## src/rtl/poca_pkg.sv

```systemverilog
// Shared types and constants for the pitot airspeed block with zero-offset calibration.
// Used by poca_regs and the top level; it has no dependencies of its own.
`timescale 1ns / 1ps
`default_nettype none

package poca_pkg;

  // Sample and offset formats.
  localparam int AdcBits  = 24;
  localparam int OffFrac  = 8;
  localparam int OffW     = AdcBits + OffFrac;

  // Pressure conversion: uncal = (diff * 2500) >> 23.
  localparam logic [29:0] PaGain  = 30'd2500;
  localparam int          PaShift = AdcBits - 1 + OffFrac - 8;

  // Airspeed radicand: p * 512000 / 1293 = 396 * p - ceil(28 * p / 1293).
  // The ceiling is taken as floor((28 * p + 1292) * M >> 40), M = ceil(2^40 / 1293).
  localparam logic [29:0] RecipM     = 30'd850357021;
  localparam int          RecipShift = 40;
  localparam logic [10:0] RecipBias  = 11'd1292;

  // Saturation limits of the pressure result.
  localparam logic signed [23:0] PMax = 24'sh7FFFFF;
  localparam logic signed [23:0] PMin = -24'sh800000;

  // Configuration register indexes (byte address / 4).
  typedef enum logic [1:0] {
    REG_CALIB_SAMPLES   = 2'd0,
    REG_FILTER_KEEP     = 2'd1,
    REG_PRESSURE_SCALE  = 2'd2,
    REG_PRESSURE_OFFSET = 2'd3
  } reg_idx_t;

  // Configuration register values seen by the datapath.
  typedef struct packed {
    logic        [7:0]  calib_samples;
    logic        [8:0]  filter_keep;
    logic        [17:0] pressure_scale;
    logic signed [16:0] pressure_offset;
  } cfg_t;

  // Input word kind carried in tuser.
  typedef enum logic {
    OP_SAMPLE  = 1'b0,
    OP_RESTART = 1'b1
  } op_t;

endpackage

`default_nettype wire

```

## src/rtl/poca_regs.sv

```systemverilog
// APB-style configuration register file for the pitot airspeed block.
// Depends on poca_pkg for the register indexes and the cfg_t struct.
`timescale 1ns / 1ps
`default_nettype none

module poca_regs (
  input  wire logic          clk,
  input  wire logic          rst,
  input  wire logic          psel,
  input  wire logic          penable,
  input  wire logic          pwrite,
  input  wire logic [3:0]    paddr,
  input  wire logic [31:0]   pwdata,
  output logic      [31:0]   prdata,
  output logic               pready,
  output poca_pkg::cfg_t     cfg
);

  poca_pkg::reg_idx_t idx;
  logic               wr_en;

  assign idx    = poca_pkg::reg_idx_t'(paddr[3:2]);
  assign wr_en  = psel & penable & pwrite;
  assign pready = 1'b1;

  // Register writes in the access phase.
  always_ff @(posedge clk) begin
    if (rst) begin
      cfg.calib_samples   <= 8'd20;
      cfg.filter_keep     <= 9'd154;
      cfg.pressure_scale  <= 18'd65536;
      cfg.pressure_offset <= 17'sd0;
    end else if (wr_en) begin
      unique case (idx)
        poca_pkg::REG_CALIB_SAMPLES:   cfg.calib_samples   <= pwdata[7:0];
        poca_pkg::REG_FILTER_KEEP:     cfg.filter_keep     <= pwdata[8:0];
        poca_pkg::REG_PRESSURE_SCALE:  cfg.pressure_scale  <= pwdata[17:0];
        poca_pkg::REG_PRESSURE_OFFSET: cfg.pressure_offset <= $signed(pwdata[16:0]);
        default: ;
      endcase
    end
  end

  // Read data; the offset register reads back sign-extended.
  always_comb begin
    unique case (idx)
      poca_pkg::REG_CALIB_SAMPLES:   prdata = {24'd0, cfg.calib_samples};
      poca_pkg::REG_FILTER_KEEP:     prdata = {23'd0, cfg.filter_keep};
      poca_pkg::REG_PRESSURE_SCALE:  prdata = {14'd0, cfg.pressure_scale};
      poca_pkg::REG_PRESSURE_OFFSET: prdata = 32'(cfg.pressure_offset);
      default:                       prdata = 32'd0;
    endcase
  end

endmodule

`default_nettype wire

```

## src/rtl/poca_mul.sv

```systemverilog
// Shared registered multiplier of the pitot airspeed block: signed 33 x unsigned 30 bits.
// No package dependency; operands come from the sequencer registers.
`timescale 1ns / 1ps
`default_nettype none

module poca_mul (
  input  wire logic               clk,
  input  wire logic signed [32:0] a,
  input  wire logic        [29:0] b,
  output logic signed      [62:0] prod
);

  // One product per cycle, registered at the output.
  always_ff @(posedge clk) begin
    prod <= a * $signed({1'b0, b});
  end

endmodule

`default_nettype wire

```

## src/rtl/poca_isqrt.sv

```systemverilog
// Bit-pair iterative integer square root of a 32-bit value.
// No package dependency; started by the sequencer in the top level.
`timescale 1ns / 1ps
`default_nettype none

module poca_isqrt (
  input  wire logic        clk,
  input  wire logic        rst,
  input  wire logic        start,
  input  wire logic [31:0] value,
  output logic             done,
  output logic      [15:0] root_out
);

  logic        busy;
  logic [31:0] rem;
  logic [31:0] root;
  logic [31:0] bitr;
  logic [32:0] trial;

  assign trial    = {1'b0, root} + {1'b0, bitr};
  assign root_out = root[15:0];

  // One result bit per cycle, from the top bit pair down.
  always_ff @(posedge clk) begin
    if (rst) begin
      busy <= 1'b0;
      done <= 1'b0;
    end else begin
      done <= 1'b0;
      if (start) begin
        busy <= 1'b1;
      end else if (busy && bitr[0]) begin
        busy <= 1'b0;
        done <= 1'b1;
      end
    end
  end

  // Remainder and root update.
  always_ff @(posedge clk) begin
    if (start) begin
      rem  <= value;
      root <= 32'd0;
      bitr <= 32'h4000_0000;
    end else if (busy) begin
      if ({1'b0, rem} >= trial) begin
        rem  <= rem - trial[31:0];
        root <= (root >> 1) + bitr;
      end else begin
        root <= root >> 1;
      end
      bitr <= bitr >> 2;
    end
  end

endmodule

`default_nettype wire

```

## src/rtl/pitot_offset_calibrated_airspeed.sv

```systemverilog
// Top level of the pitot airspeed block: sequencer, offset state and output register.
// Depends on poca_pkg, poca_regs, poca_mul and poca_isqrt.
//
// Usage:
//   Input words arrive on s_tvalid/s_tready with the raw 24-bit ADC code in s_tdata
//   and the kind in s_tuser (0 sample, 1 restart calibration). Results leave on
//   m_tvalid/m_tready: calibrated pressure in Pa Q8 and airspeed in m/s Q8.
//   Registers are written through the APB port; pready is always high.
// Sequence:
//   A restart word or the first calibration sample is taken in the idle state.
//   Other calibration samples make one pass through the shared multiplier. A
//   measurement sample makes three passes through the shared 33 x 30 multiplier,
//   then runs the bit-serial square root before reaching the output register; a
//   non-positive pressure skips the root.
//   s_tready is high only while the sequencer is idle.
// Reset:
//   Synchronous reset restores the register defaults, clears the offset, and
//   arms a 20-sample calibration; no result is sent until it is done.
// Stalls:
//   The output register holds a word until taken. The next input word is still
//   accepted; a finished result waits in the sequencer until the register frees.
`timescale 1ns / 1ps
`default_nettype none

module pitot_offset_calibrated_airspeed (
  input  wire logic        clk,
  input  wire logic        rst,
  // Input stream.
  input  wire logic        s_tvalid,
  output logic             s_tready,
  input  wire logic [23:0] s_tdata,   // [23:0] raw_sample
  input  wire logic        s_tuser,   // [0] op
  // Output stream.
  output logic             m_tvalid,
  input  wire logic        m_tready,
  output logic      [39:0] m_tdata,   // [23:0] pressure, [39:24] airspeed
  // Configuration port.
  input  wire logic        psel,
  input  wire logic        penable,
  input  wire logic        pwrite,
  input  wire logic [3:0]  paddr,
  input  wire logic [31:0] pwdata,
  output logic      [31:0] prdata,
  output logic             pready
);

  typedef enum logic [11:0] {
    S_IDLE      = 12'b0000_0000_0001,
    S_CAL_MUL   = 12'b0000_0000_0010,
    S_CAL_WB    = 12'b0000_0000_0100,
    S_PA_MUL    = 12'b0000_0000_1000,
    S_PA_SCALE  = 12'b0000_0001_0000,
    S_SC_MUL    = 12'b0000_0010_0000,
    S_SC_SUM    = 12'b0000_0100_0000,
    S_RECIP_SET = 12'b0000_1000_0000,
    S_RECIP_MUL = 12'b0001_0000_0000,
    S_RAD       = 12'b0010_0000_0000,
    S_ROOT      = 12'b0100_0000_0000,
    S_DONE      = 12'b1000_0000_0000
  } state_t;

  state_t              state;
  poca_pkg::cfg_t      cfg;
  logic [31:0]         zero_offset;
  logic [7:0]          calib_remaining;
  logic [23:0]         raw;
  logic signed [32:0]  opa;
  logic [29:0]         opb;
  logic signed [62:0]  prod;
  logic signed [23:0]  p;
  logic [31:0]         p396;
  logic [15:0]         speed;
  logic [31:0]         rad;
  logic                sqrt_start;
  logic                sqrt_done;
  logic [15:0]         sqrt_root;

  logic                accept;
  logic [31:0]         rawq_in;
  logic [31:0]         diff_in;
  logic [8:0]          keep;
  logic signed [41:0]  blend_sum;
  logic signed [24:0]  p_sum;
  logic signed [23:0]  p_sat;
  logic [23:0]         p_mag;
  logic [27:0]         recip_x;
  logic [31:0]         p396_next;
  logic [17:0]         recip_q;

  poca_regs u_regs (
    .clk     (clk),
    .rst     (rst),
    .psel    (psel),
    .penable (penable),
    .pwrite  (pwrite),
    .paddr   (paddr),
    .pwdata  (pwdata),
    .prdata  (prdata),
    .pready  (pready),
    .cfg     (cfg)
  );

  poca_mul u_mul (
    .clk  (clk),
    .a    (opa),
    .b    (opb),
    .prod (prod)
  );

  poca_isqrt u_isqrt (
    .clk      (clk),
    .rst      (rst),
    .start    (sqrt_start),
    .value    (rad),
    .done     (sqrt_done),
    .root_out (sqrt_root)
  );

  assign s_tready   = (state == S_IDLE);
  assign accept     = s_tvalid & s_tready;
  assign sqrt_start = (state == S_RAD);

  // Sample in offset format and its clamped distance above the offset.
  assign rawq_in = {s_tdata, 8'd0};
  assign diff_in = (rawq_in > zero_offset) ? (rawq_in - zero_offset) : 32'd0;
  assign keep    = cfg.filter_keep[8] ? 9'd256 : cfg.filter_keep;

  // Offset filter: (rawq << 8) + keep * (off - rawq) + 128, taken >> 8.
  assign blend_sum = $signed({2'b00, raw, 16'd0}) + $signed(prod[41:0]) + 42'sd128;

  // Scaled pressure plus offset, saturated to 24 bits signed.
  assign p_sum = $signed({2'b00, prod[38:16]}) + 25'(cfg.pressure_offset);
  always_comb begin
    if (!p_sum[24] && p_sum[23]) begin
      p_sat = poca_pkg::PMax;
    end else if (p_sum[24] && !p_sum[23]) begin
      p_sat = poca_pkg::PMin;
    end else begin
      p_sat = p_sum[23:0];
    end
  end

  // Radicand terms for a positive pressure: 396 * p and 28 * p + 1292.
  assign p_mag     = p;
  assign p396_next = ({8'd0, p_mag} << 8) + ({8'd0, p_mag} << 7)
                   + ({8'd0, p_mag} << 3) + ({8'd0, p_mag} << 2);
  assign recip_x   = ({4'd0, p_mag} << 5) - ({4'd0, p_mag} << 2)
                   + {17'd0, poca_pkg::RecipBias};
  assign recip_q   = prod[poca_pkg::RecipShift +: 18];

  // Radicand, ready for the root unit while the sequencer is in S_RAD.
  assign rad = p396 - {14'd0, recip_q};

  // Control sequencer.
  always_ff @(posedge clk) begin
    if (rst) begin
      state           <= S_IDLE;
      zero_offset     <= 32'd0;
      calib_remaining <= 8'd20;
      m_tvalid        <= 1'b0;
    end else begin
      if (m_tvalid && m_tready && (state != S_DONE)) begin
        m_tvalid <= 1'b0;
      end
      unique case (state)
        S_IDLE: begin
          if (accept) begin
            if (poca_pkg::op_t'(s_tuser) == poca_pkg::OP_RESTART) begin
              calib_remaining <= cfg.calib_samples;
            end else if (calib_remaining != 8'd0) begin
              calib_remaining <= calib_remaining - 8'd1;
              if (calib_remaining == cfg.calib_samples) begin
                zero_offset <= rawq_in;
              end else begin
                state <= S_CAL_MUL;
              end
            end else begin
              state <= S_PA_MUL;
            end
          end
        end
        S_CAL_MUL:   state <= S_CAL_WB;
        S_CAL_WB: begin
          zero_offset <= blend_sum[39:8];
          state       <= S_IDLE;
        end
        S_PA_MUL:    state <= S_PA_SCALE;
        S_PA_SCALE:  state <= S_SC_MUL;
        S_SC_MUL:    state <= S_SC_SUM;
        S_SC_SUM:    state <= S_RECIP_SET;
        S_RECIP_SET: begin
          if (!p[23] && (p != 24'sd0)) begin
            state <= S_RECIP_MUL;
          end else begin
            state <= S_DONE;
          end
        end
        S_RECIP_MUL: state <= S_RAD;
        S_RAD:       state <= S_ROOT;
        S_ROOT: begin
          if (sqrt_done) begin
            state <= S_DONE;
          end
        end
        S_DONE: begin
          if (!m_tvalid || m_tready) begin
            m_tvalid <= 1'b1;
            state    <= S_IDLE;
          end
        end
        default: state <= S_IDLE;
      endcase
    end
  end

  // Datapath registers; multiplier operands are loaded in the state before each multiply state.
  always_ff @(posedge clk) begin
    unique case (state)
      S_IDLE: begin
        raw <= s_tdata;
        if (calib_remaining != 8'd0) begin
          opa <= $signed({1'b0, zero_offset}) - $signed({1'b0, rawq_in});
          opb <= {21'd0, keep};
        end else begin
          opa <= $signed({1'b0, diff_in});
          opb <= poca_pkg::PaGain;
        end
      end
      S_PA_SCALE: begin
        opa <= $signed({12'd0, prod[poca_pkg::PaShift +: 21]});
        opb <= {12'd0, cfg.pressure_scale};
      end
      S_SC_SUM: begin
        p <= p_sat;
      end
      S_RECIP_SET: begin
        opa   <= $signed({5'd0, recip_x});
        opb   <= poca_pkg::RecipM;
        p396  <= p396_next;
        speed <= 16'd0;
      end
      S_ROOT: begin
        if (sqrt_done) begin
          speed <= sqrt_root;
        end
      end
      S_DONE: begin
        if (!m_tvalid || m_tready) begin
          m_tdata <= {speed, p};
        end
      end
      default: ;
    endcase
  end

endmodule

`default_nettype wire
```

## config.mk

```make
export PLATFORM = sky130hd
export DESIGN_NAME = pitot_offset_calibrated_airspeed
export DESIGN_NICKNAME = d
export VERILOG_FILES = /design/src/rtl/poca_pkg.sv /design/src/rtl/poca_regs.sv /design/src/rtl/poca_mul.sv /design/src/rtl/poca_isqrt.sv /design/src/rtl/pitot_offset_calibrated_airspeed.sv
export SDC_FILE = /design/constraint.sdc
export NUM_CORES = 2
export LEC_CHECK = 0
export BUFFER_PORTS_ARGS = -buffer_cell sky130_fd_sc_hd__buf_2
export CORE_MARGIN = 2
export CORE_UTILIZATION = 59
export CTS_CLUSTER_SIZE = 28
export DETAILED_ROUTE_END_ITERATION = 7
export PLACE_DENSITY = 0.86
export SLEW_MARGIN = 40
export SYNTH_ARGS = -nofsm -noshare
export SYNTH_HDL_FRONTEND = slang
export SYNTH_SLANG_ARGS = --single-unit
export TNS_END_PERCENT = 100
```

## constraint.sdc

```tcl
create_clock -name clk -period 7.4 [get_ports clk]
set_input_delay 1.48 -clock clk [delete_from_list [all_inputs] [get_ports clk]]
set_output_delay 1.48 -clock clk [all_outputs]
set_load 0.02 [all_outputs]
```

==> reports/qor.csv <==
stage,metric,value,unit
run_status,status,"complete, but fails checks",
run_status,violations,"design-rule violations, negative setup slack",
global_routing,grtUsageMet2,0.536,
final_layout,post_route_cells_drive_above_1_share,0.115,
yosys,synth-seq-cells,424,
yosys,synth_top_area_share,0.289,
yosys,yosysTopAreaCell,fa_1,
die,design.core.area,95300,um2
clock_tree,cts_tree,done,
setup_path,crit_path_end_kind,flip-flop,
die,rows,113,
placed_design,place_inst,7544,
die,io_pins,143,
timing,grt_setup_unrepaired,yes,
timing,post-route-period-util,1.05,
global_routing,grt_start_max_net_pins,91,
yosys,ys_types,99,
placed_design,dp_slack,-0.407,ns
clock_tree,numCtsBuffers,44,
clock_tree,clock-root-buffer,clkbuf_16,
final_layout,nFillCells,6606,
global_routing,grt_use_total,0.329,
setup_path,criticalPathCategory,reg2reg,
setup_path,critPathRequiredTime,7.86,ns
yosys,yosysWarnings,0,
die,die_w,314,um
clock_tree,clk_pin_slew,0.07,ns
clock_tree,cts_max_level,2,
timing,setup_viol_count_final,14,
clock_tree,clock_sinks,424,
yosys,postSynthAreaPerCell,9.33,um2
clock_tree,clk_path_buf_depth,3,
global_routing,antenna_found_initial,7,
timing,layout_min_cycle_time,7.74,ns
flow_run,maxCapViolCount,0,
final_layout,stdcell_count,7676,
timing,slew_viol_final,0,
drt,drt-initial-drc-count,4880,
setup_path,start_kind,flip-flop,
die,start_util,0.596,
global_routing,grt-ovfl-total,0,
timing,max_slew_margin,0.344,
yosys,synth-main-ff-cell,edfxtp_1,
timing,hold_viol,0,
final_layout,area_growth,12.1,%
drt,wirelength,168,mm
timing,hold_slack,0.420,ns
drt,firstDrtPassIters,8,
timing,max_slew.worst_pin.slew,0.983,ns
global_routing,grt_pass1_vias,47827,
clock_tree,clk_latency,0.62,ns
placed_design,place_hpwl,128,mm
drt,final_antenna_net_count,0,
final_layout,final_net_count,7769,
yosys,synth_cells,6089,
die,dieArea,98800,um2
global_routing,use_met1,0.419,
yosys,synth-async-reset-ratio,0,
setup_path,worst-path-max-fanout,5,
drt,routedWlPerCell,21.9,um
drt,via_per_inst,6.10,
die,die_height,314,um
placed_design,place_congestion,0.999,
yosys,synth.area.top_cells,"fa_1 29%, edfxtp_1 12%, ha_1 11%",
clock_tree,postCtsHoldBufs,0,
placed_design,port_buffers,125,
yosys,ys_top_cells_by_count,"915 x inv_1, 821 x fa_1, 626 x nand2_1",
yosys,netlist_area,56800,um2
drt,vias,46844,
setup_path,cp.arrival,8.20,ns
yosys,seq_area_frac_synth,0.188,
timing,timing.final.ws_setup,-0.344,ns
min_path,hold_class,reg2reg,
yosys,synth-edff-count,218,
timing,fmax,129,MHz
yosys,synth_fp_nets,7487,
global_routing,met3_usage,0.0520,
global_routing,grt_pass1_wl,256,mm
timing,finClkSkew,0.0523,ns
drt,drc,1,
global_routing,gr-max-usage-layer,met2,
yosys,synth_most_common_cell,inv_1,
[layout by cell type, fill, tap and decap left out, types with 17 or more instances in the layout]
cell,n
edfxtp_1,218
a31o_2,22
nor2b_1,49
fa_2,21
buf_2,124
nand2_1,621
a211o_1,17
a21o_1,102
nand4_1,35
nor2_1,282
o21a_1,39
o21ai_1,27
dfxtp_1,205
fa_1,800
o21ai_0,204
o21bai_1,51
clkbuf_16,55
buf_6,18
and2_1,390
buf_12,46
and3_1,44
nor3_1,68
inv_1,909
o31ai_1,18
nand2b_1,38
xnor2_1,179
a31oi_1,44
mux2i_1,54
ha_1,494
a22oi_1,27
a211oi_1,69
xor2_1,159
buf_4,298
nand3_1,58
a21oi_1,280
[metrics by stage]
step / instance area (um2) / util / TNS, ns
3_5_place_dp: 61000 / 0.640 / -2.20
6_report: 63700 / 0.669 / -1.94
2_1_floorplan: 56800 / - / 0
3_3_place_gp: 61000 / 0.640 / -0.780
4_1_cts: 62700 / 0.658 / -0.353
5_1_grt: 63700 / 0.668 / -4.58
[flip-flops by register name, summed over array words and instances, names as in the netlist, 30 cells and up]
register	count
zero_offset	32
u_mul.prod	51
m_tdata	40
u_isqrt.root	32
p396	30
u_regs.cfg	52
opa	33
u_isqrt.rem	32
[critical path, cell delays in order (launching register included)]
cell	delay (ns)
edfxtp_1	0.44
buf_4	0.20
clkbuf_16	0.14
nand2_1	0.15
fa_1	0.49
inv_1	0.09
fa_1	0.45
fa_1	0.53
inv_1	0.06
fa_1	0.49
inv_1	0.10
fa_1	0.50
fa_1	0.52
fa_1	0.58
fa_1	0.49
ha_4	0.32
buf_4	0.14
o211ai_1	0.16
a21oi_2	0.26
o221ai_2	0.15
a21oi_2	0.18
a211oi_2	0.06
buf_4	0.17
a211o_4	0.37
a31oi_4	0.21
buf_4	0.16
nor2_1	0.05
xnor2_1	0.12
[final timing paths]
check,startpoint,depth (start not counted),endpoint,slack (ns)
worst max-delay path,opb[7],27,u_mul.prod[55],-0.34
worst min-delay path,speed[6],0,m_tdata[30],0.42
worst max register to register,opb[7],27,u_mul.prod[55],-0.34
worst min register to register,speed[6],0,m_tdata[30],0.42
[layer usage]
| metal | share of wire | vias to the layer above | routed length, um |
|---|---|---|---|
| li1 | - | 20442 | - |
| met1 | 0.36 | 22856 | 61000 |
| met2 | 0.46 | 2765 | 77800 |
| met3 | 0.099 | 771 | 16600 |
| met4 | 0.075 | 10 | 12600 |
| met5 | 0.00042 | - | 71 |
[cell families (layout without fill, tap and decap cells)]
group | count (synthesis) | count (layout) | synth area share
AOI/OAI and AO/OA | 1064 | 1064 | 0.121
xor gates and xnor gates | 341 | 341 | 0.0526
adders and majority gates | 1330 | 1330 | 0.401
buffers and inverters | 1174 | 1492 | 0.0791
DFF | 424 | 424 | 0.188
muxes | 66 | 66 | 0.0137
other | 1 | 5 | 0.0000660
and+or+nand+nor | 1689 | 1689 | 0.145
[area by class of cell]
type	instances	area [um2]	share of cell area
Sequential cell	424	10700	0.168
Timing Repair Buffer	495	4200	0.0659
Multi-Input combinational cell	4491	42300	0.664
Clock buffer	55	1240	0.0194
Clock inverter	27	256	0.00403
Antenna cell	4	10.0	0.000157
Inverter	915	3430	0.0539
Tap cell	1265	1580	0.0248
[what timing repair did]
action	in CTS	in global routing
cloned	0	8
buffers inserted	7	32
resized for setup	30	113
setup endpoints to repair	16	22
pin swaps	11	61
Power is left out: the tool's default activity adds up to more than one toggle a clock period on the data nets, which glitch-free logic cannot reach.
